`config.mk`:
```
export PLATFORM = sky130hd
export DESIGN_NAME = chord_interval_shift_or_filter_core
export DESIGN_NICKNAME = d
export VERILOG_FILES = /design/src/design/cisof_pkg.sv /design/src/design/cisof_interval.sv /design/src/design/cisof_cell.sv /design/src/design/chord_interval_shift_or_filter_core.sv
export SDC_FILE = /design/constraint.sdc
export NUM_CORES = 1
export LEC_CHECK = 0
export ABC_AREA = 1
export BUFFER_PORTS_ARGS = -buffer_cell sky130_fd_sc_hd__buf_2
export CAP_MARGIN = 20
export CORE_ASPECT_RATIO = 1.75
export CORE_MARGIN = 4
export CORE_UTILIZATION = 45
export DETAILED_ROUTE_END_ITERATION = 6
export HOLD_SLACK_MARGIN = 0.08
export PLACE_DENSITY_LB_ADDON = 0.1
export RECOVER_POWER = 25
export SETUP_SLACK_MARGIN = 0.15
export SKIP_LAST_GASP = 1
export SLEW_MARGIN = 20
export SYNTH_ARGS = -nofsm -noshare
export SYNTH_HDL_FRONTEND = slang
export SYNTH_SLANG_ARGS = --single-unit
```
`constraint.sdc`:
```
create_clock -name clock -period 7.18 [get_ports clock]
set_input_delay 0 -clock clock [delete_from_list [all_inputs] [get_ports clock]]
set_output_delay 0 -clock clock [all_outputs]
set_load 0.005 [all_outputs]
```
`src/design/cisof_pkg.sv`:
```
package cisof_pkg;

   localparam int unsigned VOCAB_SIZE  = 12;
   localparam int unsigned MAX_PATTERN = 16;

   localparam int unsigned PITCH_W    = 7;
   localparam int unsigned LEN_W      = 5;
   localparam int unsigned STEP_W     = 4;
   localparam int unsigned IVL_W      = 60;
   localparam int unsigned COUNT_W    = 24;
   localparam int unsigned SET_W      = 12;
   localparam int unsigned REQ_DATA_W = 8;
   localparam int unsigned RSP_DATA_W = 40;
   localparam int unsigned CSR_IDX_W  = 1;

   localparam logic [CSR_IDX_W-1:0] CSR_LENGTH    = 1'd0;
   localparam logic [CSR_IDX_W-1:0] CSR_INTERVALS = 1'd1;

   localparam logic [LEN_W-1:0]   LEN_MIN   = 5'd2;
   localparam logic [LEN_W-1:0]   LEN_RESET = 5'd2;
   localparam logic [COUNT_W-1:0] COUNT_MAX = {COUNT_W{1'b1}};

   typedef struct packed {
      logic             load_init;
      logic             advance;
      logic [LEN_W-1:0] len;
   } cell_ctrl_type;

endpackage

```
`src/design/cisof_interval.sv`:
```
module cisof_interval #(
   parameter int unsigned VocabSize = cisof_pkg::VOCAB_SIZE
) (
   input  logic [cisof_pkg::PITCH_W-1:0] pitch,
   input  logic [VocabSize-1:0]          prev_classes,
   input  logic [VocabSize-1:0]          cur_classes,
   output logic [VocabSize-1:0]          pitch_onehot,
   output logic [VocabSize-1:0]          interval_set
);

   localparam int unsigned ClsW    = $clog2(VocabSize);
   localparam int unsigned Pitches = 2 ** cisof_pkg::PITCH_W;

   logic [Pitches-1:0][ClsW-1:0]          class_lut;
   logic [VocabSize-1:0][VocabSize-1:0]   term;

   for (genvar p = 0; p < Pitches; p++) begin : g_lut
      localparam int unsigned Cls = p % VocabSize;
      assign class_lut[p] = ClsW'(Cls);
   end

   assign pitch_onehot = VocabSize'(1) << class_lut[pitch];

   for (genvar k = 0; k < VocabSize; k++) begin : g_set
      for (genvar a = 0; a < VocabSize; a++) begin : g_term
         localparam int unsigned Idx = (k + a) % VocabSize;
         assign term[k][a] = prev_classes[a] & cur_classes[Idx];
      end
      assign interval_set[k] = |term[k];
   end

endmodule

```
`src/design/cisof_cell.sv`:
```
module cisof_cell #(
   parameter int unsigned VocabSize = cisof_pkg::VOCAB_SIZE,
   parameter int unsigned Index     = 0
) (
   input  logic                            clock,
   input  logic                            reset,
   input  cisof_pkg::cell_ctrl_type        ctrl,
   input  logic [VocabSize-1:0]            interval_set,
   input  logic [cisof_pkg::STEP_W-1:0]    step_code,
   input  logic                            shift_in,
   output logic                            bit_q,
   output logic                            bit_next
);

   localparam logic [cisof_pkg::LEN_W-1:0] Pos     = cisof_pkg::LEN_W'(Index);
   localparam logic [cisof_pkg::LEN_W-1:0] PosNext = cisof_pkg::LEN_W'(Index + 1);
   localparam int unsigned CodeSpan = 2 ** cisof_pkg::STEP_W;

   logic [CodeSpan-1:0]           set_ext;
   logic [cisof_pkg::STEP_W:0]    code_ext;
   logic                          in_len;
   logic                          is_step;
   logic                          miss;
   logic                          bit_ff;
   logic                          bit_in;

   assign set_ext  = CodeSpan'(interval_set);
   assign code_ext = {1'b0, step_code};
   assign in_len   = Pos < ctrl.len;
   assign is_step  = PosNext < ctrl.len;
   assign miss     = (code_ext >= (cisof_pkg::STEP_W + 1)'(VocabSize)) || !set_ext[step_code];
   assign bit_next = in_len & (shift_in | (is_step & miss));

   always_comb begin
      bit_in = bit_ff;
      if (ctrl.load_init) begin
         bit_in = is_step;
      end else if (ctrl.advance) begin
         bit_in = bit_next;
      end
   end

   always_ff @(posedge clock) begin
      if (reset) begin
         bit_ff <= (Index == 0);
      end else begin
         bit_ff <= bit_in;
      end
   end

   assign bit_q = bit_ff;

endmodule

```
`src/design/chord_interval_shift_or_filter_core.sv`:
```
// Channel   Direction  Ports                       Payload
// req       in         req_tvalid/tready/tdata     pitch; tlast chord_end; tuser song_start
// rsp       out        rsp_tvalid/tready/tdata     start_chord, interval_set; tuser candidate
// csr       in         csr_valid/ready/index/wdata pattern_length, pattern_intervals
//
// One note per cycle while req_tready is high; a chord-end note's result, if any, is registered
// in the output register, or in the skid register while the output stalls. The match vector is
// a row of one-bit cells, all updated in the chord-end cycle. req_tready drops only while
// the skid register is full. csr_ready is always high.
// Synchronous reset restores the configuration defaults and clears the song state.
module chord_interval_shift_or_filter_core #(
   parameter int unsigned VocabSize  = cisof_pkg::VOCAB_SIZE,
   parameter int unsigned MaxPattern = cisof_pkg::MAX_PATTERN
) (
   input  logic                                 clock,
   input  logic                                 reset,
   input  logic                                 req_tvalid,
   output logic                                 req_tready,
   input  logic [cisof_pkg::REQ_DATA_W-1:0]     req_tdata,  // [6:0] pitch
   input  logic                                 req_tlast,  // chord_end
   input  logic                                 req_tuser,  // song_start
   output logic                                 rsp_tvalid,
   input  logic                                 rsp_tready,
   output logic [cisof_pkg::RSP_DATA_W-1:0]     rsp_tdata,  // [23:0] start_chord, [35:24] interval_set
   output logic                                 rsp_tuser,  // candidate
   input  logic                                 csr_valid,
   output logic                                 csr_ready,
   input  logic [cisof_pkg::CSR_IDX_W-1:0]      csr_index,
   input  logic [cisof_pkg::IVL_W-1:0]          csr_wdata
);

   localparam int unsigned StepW  = cisof_pkg::STEP_W;
   localparam int unsigned LenW   = cisof_pkg::LEN_W;
   localparam int unsigned CountW = cisof_pkg::COUNT_W;
   localparam int unsigned SetW   = cisof_pkg::SET_W;
   localparam int unsigned IvlW   = StepW * (MaxPattern - 1);
   localparam int unsigned SelW   = $clog2(MaxPattern);
   localparam int unsigned RspPad = cisof_pkg::RSP_DATA_W - CountW - SetW;

   logic [LenW-1:0]          length_ff;
   logic [IvlW-1:0]          intervals_ff;
   logic [VocabSize-1:0]     prev_ff;
   logic [VocabSize-1:0]     prev_in;
   logic [VocabSize-1:0]     cur_ff;
   logic [VocabSize-1:0]     cur_in;
   logic [CountW-1:0]        count_ff;
   logic [CountW-1:0]        count_in;
   logic [CountW-1:0]        count_base;
   logic [VocabSize-1:0]     pitch_onehot;
   logic [VocabSize-1:0]     cur_base;
   logic [VocabSize-1:0]     interval_set;
   logic [LenW-1:0]          len_eff;
   logic [SelW-1:0]          cand_sel;
   logic [MaxPattern-1:0]    vec_q;
   logic [MaxPattern-1:0]    vec_next;
   logic [MaxPattern-1:0]    shift_chain;
   logic                     req_accept;
   logic                     res_fire;
   logic                     rsp_take;
   logic                     res_cand;
   logic [CountW-1:0]        res_start;
   logic [SetW-1:0]          res_set;
   cisof_pkg::cell_ctrl_type ctrl;

   logic                     out_valid_ff;
   logic                     out_cand_ff;
   logic [CountW-1:0]        out_start_ff;
   logic [SetW-1:0]          out_set_ff;
   logic                     skid_valid_ff;
   logic                     skid_cand_ff;
   logic [CountW-1:0]        skid_start_ff;
   logic [SetW-1:0]          skid_set_ff;

   assign csr_ready = 1'b1;

   always_ff @(posedge clock) begin
      if (reset) begin
         length_ff    <= cisof_pkg::LEN_RESET;
         intervals_ff <= '0;
      end else if (csr_valid && csr_ready) begin
         case (csr_index)
            cisof_pkg::CSR_LENGTH:    length_ff    <= csr_wdata[LenW-1:0];
            cisof_pkg::CSR_INTERVALS: intervals_ff <= csr_wdata[IvlW-1:0];
            default: ;
         endcase
      end
   end

   always_comb begin
      len_eff = length_ff;
      if (length_ff < cisof_pkg::LEN_MIN) begin
         len_eff = cisof_pkg::LEN_MIN;
      end else if (length_ff > LenW'(MaxPattern)) begin
         len_eff = LenW'(MaxPattern);
      end
   end

   assign req_tready = !skid_valid_ff;
   assign req_accept = req_tvalid && req_tready;
   assign rsp_take   = rsp_tvalid && rsp_tready;

   cisof_interval #(
      .VocabSize(VocabSize)
   ) u_interval (
      .pitch        (req_tdata[cisof_pkg::PITCH_W-1:0]),
      .prev_classes (prev_ff),
      .cur_classes  (cur_in),
      .pitch_onehot (pitch_onehot),
      .interval_set (interval_set)
   );

   assign cur_base   = req_tuser ? '0 : cur_ff;
   assign count_base = req_tuser ? '0 : count_ff;
   assign cur_in     = cur_base | pitch_onehot;
   assign res_fire   = req_accept && req_tlast && !req_tuser && (count_ff != '0);

   always_comb begin
      prev_in  = prev_ff;
      count_in = count_ff;
      if (req_accept) begin
         prev_in  = req_tuser ? '0 : prev_ff;
         count_in = count_base;
         if (req_tlast) begin
            prev_in = cur_in;
            if (count_base != cisof_pkg::COUNT_MAX) begin
               count_in = count_base + 1'b1;
            end
         end
      end
   end

   always_ff @(posedge clock) begin
      if (reset) begin
         prev_ff  <= '0;
         cur_ff   <= '0;
         count_ff <= '0;
      end else begin
         prev_ff  <= prev_in;
         count_ff <= count_in;
         if (req_accept) begin
            cur_ff <= req_tlast ? '0 : cur_in;
         end
      end
   end

   assign ctrl.load_init = req_accept && req_tuser;
   assign ctrl.advance   = res_fire;
   assign ctrl.len       = len_eff;

   for (genvar i = 0; i < MaxPattern; i++) begin : g_cell
      logic [StepW-1:0] code;
      if (i == 0) begin : g_head
         assign shift_chain[i] = 1'b0;
      end else begin : g_link
         assign shift_chain[i] = vec_q[i-1];
      end
      if (i < MaxPattern - 1) begin : g_code
         assign code = intervals_ff[StepW*i +: StepW];
      end else begin : g_nocode
         assign code = '0;
      end
      cisof_cell #(
         .VocabSize (VocabSize),
         .Index     (i)
      ) u_cell (
         .clock        (clock),
         .reset        (reset),
         .ctrl         (ctrl),
         .interval_set (interval_set),
         .step_code    (code),
         .shift_in     (shift_chain[i]),
         .bit_q        (vec_q[i]),
         .bit_next     (vec_next[i])
      );
   end

   assign cand_sel  = SelW'(len_eff - LenW'(2));
   assign res_cand  = !vec_next[cand_sel];
   assign res_start = res_cand ? (count_ff - CountW'(len_eff - LenW'(1))) : '0;
   assign res_set   = SetW'(interval_set);

   always_ff @(posedge clock) begin
      if (reset) begin
         out_valid_ff  <= 1'b0;
         skid_valid_ff <= 1'b0;
      end else if (skid_valid_ff) begin
         if (rsp_take) begin
            out_valid_ff  <= 1'b1;
            skid_valid_ff <= 1'b0;
         end
      end else if (res_fire) begin
         if (!out_valid_ff || rsp_take) begin
            out_valid_ff <= 1'b1;
         end else begin
            skid_valid_ff <= 1'b1;
         end
      end else if (rsp_take) begin
         out_valid_ff <= 1'b0;
      end
   end

   always_ff @(posedge clock) begin
      if (skid_valid_ff) begin
         if (rsp_take) begin
            out_cand_ff  <= skid_cand_ff;
            out_start_ff <= skid_start_ff;
            out_set_ff   <= skid_set_ff;
         end
      end else if (res_fire) begin
         if (!out_valid_ff || rsp_take) begin
            out_cand_ff  <= res_cand;
            out_start_ff <= res_start;
            out_set_ff   <= res_set;
         end else begin
            skid_cand_ff  <= res_cand;
            skid_start_ff <= res_start;
            skid_set_ff   <= res_set;
         end
      end
   end

   assign rsp_tvalid = out_valid_ff;
   assign rsp_tuser  = out_cand_ff;
   assign rsp_tdata  = {RspPad'(0), out_set_ff, out_start_ff};

   assert property (@(posedge clock) disable iff (reset)
      skid_valid_ff |-> out_valid_ff)
      else $error("skid register full while output register empty");

   assert property (@(posedge clock) disable iff (reset)
      $rose(skid_valid_ff) |-> $past(rsp_tvalid && !rsp_tready))
      else $error("skid register filled without an output stall");

   assert property (@(posedge clock) disable iff (reset)
      (req_accept && !req_tuser) |=> (count_ff >= $past(count_ff)))
      else $error("chord counter went backward within a song");

endmodule

```
==> flow_metrics.tcl <==
set metrics [dict create \
    status "complete, but fails checks" \
    violations "max-capacitance violations, max-slew violations" \
    synth_top_family_by_area "simple AND/OR/NAND/NOR gates" \
    die_w_um 140 \
    vdd_drop_max_mv 0.200 \
    hold_slack_ns 0.152 \
    synthSimpleGateAreaFrac_pct 39.7 \
    synth-seq-cells 203 \
    avgViaCountPerCell 5.22 \
    worstPathMaxFanout 17 \
    drcViolationCount 0 \
    path_clk_slew_ns 0.07 \
    power_density_mw_per_mm2 192 \
    grt_max_degree 110 \
    numCtsBuffers 21 \
    finalNetCount 2282 \
    maxCapViolCount 2 \
    timing.final.max_slew_violations 132 \
    cts_tree "done" \
    setup_viol 0 \
    clk_latency_ns 0.53 \
    cellLeakagePower_nw 6.92 \
    cpPeakStageDelay_ns 0.60 \
    syn2layout_area_growth_pct 13.7 \
    rows 84 \
    post_drt_wl_per_cell_um 15.5 \
    synth_compound_area_share_pct 10.6 \
    hold_viol 0 \
    grt_remaining_overflow 0 \
    skew_ns 0.0170 \
    switching_power_mw 0.920 \
    drt-pass1-iter-count 5 \
    crit_top_cell "nand2_1" \
    yosysTopAreaCellShare_pct 20.1 \
    cp_slowest_cell "o21ai_2" \
    swShare_pct 30.6 \
    pwr-share-clk_pct 36.1 \
    crit_type "reg -> reg" \
    clock-sinks 203 \
    antenna_found_initial 0 \
    start_kind "register" \
    cts.path.max_buffers 3 \
    ys_seq_area_share_pct 34.9 \
    rsz0062_at_grt "false" \
    synth_ff_type "dfxtp_1" \
    synth_most_common_cell "nand2_1" \
    hold_path.class "in -> reg" \
    pwr-share-comb_pct 21.0 \
    ios 120 \
    synth_area_leader_cell "nand2_1" \
    synthAdderAreaFrac_pct 3.42 \
    synthMuxAreaShare_pct 0 \
    htree_levels 1 \
    cts-root-buf "clkbuf_16" \
    ant_nets 0 \
    setup_tns_ns 0 \
    worst_ep_arrival_time_ns 5.87 \
    dieHeight_um 239 \
    synthTopCellsByCount "nand2_1, inv_1, nand3_1" \
    fin_total_pwr_mw 3.01 \
    synthCells 2052 \
    intPower_mw 2.09 \
    tightestPinTransition_ns 3.27 \
    fp.dieArea_mm2 0.0336 \
    required_ns 7.46 \
    core_area_mm2 0.0302 \
    fin_crit_ns 5.60 \
    drtIter0Drc 673 \
    io_buffers 113 \
    initial_core_util_pct 45.6 \
    finalWeightedCongestion 0.898 \
    pwr-share-seq_pct 42.9 \
    synth_xor_area_share_pct 1.27 \
    synth_area_mm2 0.0138 \
    grt_pass1_wl_um 64600 \
    grt_pass1_vias 12922 \
    antenna_cells 0 \
    avgSynthCellArea_um2 6.71 \
    synthArstFlopShare_pct 0 \
    worstSetupEndpointType "register" \
    synth_area_leaders "nand2_1, dfxtp_1, edfxtp_1" \
    n_fill_cell 3027 \
    synth_cell_type_count 51 \
    num_vias 13410 \
    reg2reg_slack_ns 1.58 \
    post_route_cells_drive_above_1_share_pct 11.6 \
    design_area_mm2 0.0157 \
    track_usage_pct 23.4 \
    cts_setup_buffers 0 \
    synth_edf_count 74 \
    drt_wl_total_um 40000 \
    place_area_mm2 0.0143 \
    fin_crit_sh_pct 78.0 \
    synth_warnings 0 \
    place_hpwl_um 28500 \
    relSlewSlack_pct -118 \
    fmaxAchievable_mhz 179 \
]
-- routing by layer --
layer  GRT usage (%)  part of all wire, %  vias to the layer above
met2            44.5                   53                      356
met1            24.6                   37                     6102
li1                -                    -                     6833
met3            2.74                  4.6                      119
met4            12.8                  5.7                        0
met5               0                    0                        -
-- flip-flops by register name, indices dropped and copies added, names as in the netlist --
| signal | count |
|---|---|
| skid_start_ff | 24 |
| rsp_tuser | 1 |
| length_ff | 5 |
| skid_set_ff | 12 |
| skid_cand_ff | 1 |
| cur_ff | 12 |
| intervals_ff | 60 |
| count_ff | 24 |
| out_set_ff | 12 |
| g_cell.u_cell.bit_q | 14 |
| skid_valid_ff | 1 |
| out_start_ff | 24 |
| rsp_tvalid | 1 |
| prev_ff | 12 |
-- cell families (layout without fill, tap and decap cells) --
| logic type | Yosys count | count (layout) |
|---|---|---|
| AND/OR/NAND/NOR | 1206 | 1206 |
| buffers and inverters | 311 | 439 |
| AO/OA/AOI/OAI | 273 | 273 |
| flip-flops | 203 | 203 |
| adder cells (fa/ha/maj) | 37 | 37 |
| XOR/XNOR | 20 | 20 |
| other | 2 | 5 |
-- final timing paths --
check,endpoint,start,cells past startpoint
worst max-delay path,out_start_ff[20],length_ff[4],30
worst min-delay path,cur_ff[7],req_tdata[0],7
worst max register to register,out_start_ff[20],length_ff[4],30
worst min register to register,cur_ff[7],cur_ff[7],2
-- critical path, delay by kind of cell (launching register included) --
kind / cells / cell delay [ns]
flops: 1 / 0.35
xor+xnor: 1 / 0.30
buf+inv: 6 / 0.84
compound gates: 6 / 1.68
fa+ha+maj: 2 / 0.61
simple gates: 15 / 1.57
-- power by group through the flow --
stage	clock, mW	sequential (mW)	combinational [mW]
finish	1.09	1.29	0.631
global route	1.15	1.30	0.716
CTS	1.12	1.29	0.636
detailed placement	0	1.32	0.605
global placement	0	1.31	0.594
floorplan	0	1.30	0.498
-- placed cells by master, fill, tap and decap left out, types with 22 or more instances in the layout --
cell	Yosys	routed
nand2_1	737	736
inv_1	199	198
nand3_1	186	186
dfxtp_1	129	129
a21oi_1	128	128
nor2_1	128	126
o21ai_0	101	101
buf_2	10	90
edfxtp_1	74	74
dlygate4sd3_1	0	68
ha_1	36	36
nand3_2	32	32
clkbuf_1	52	30
nor2_4	20	22
clkbuf_16	0	22
-- metrics by stage --
step	std cells	util [%]	setup slack, ns
global placement	2464	47.5	1.67
finish	2570	51.9	1.58
detailed placement	2464	47.5	1.63
global route	2570	51.9	0.960
floorplan	2055	-	2.69
CTS	2569	51.9	1.59
-- layout make-up --
class,instances,area [um2],share of cell area [%]
multi-input cells,1541,7600,48.6
flip-flops and latches,203,4800,30.7
repair buffers,190,1300,8.31
inverters,212,801,5.12
clock buffers,32,628,4.01
well taps,387,484,3.09
clock inverters,5,32.5,0.208
-- timing repair --
| item | 4_1_cts | 5_1_grt |
|---|---|---|
| hold endpoints to repair | 110 | 0 |
| hold buffers | 68 | 0 |
| resized for setup | 0 | 0 |
Power figures use the tool's default switching activity.
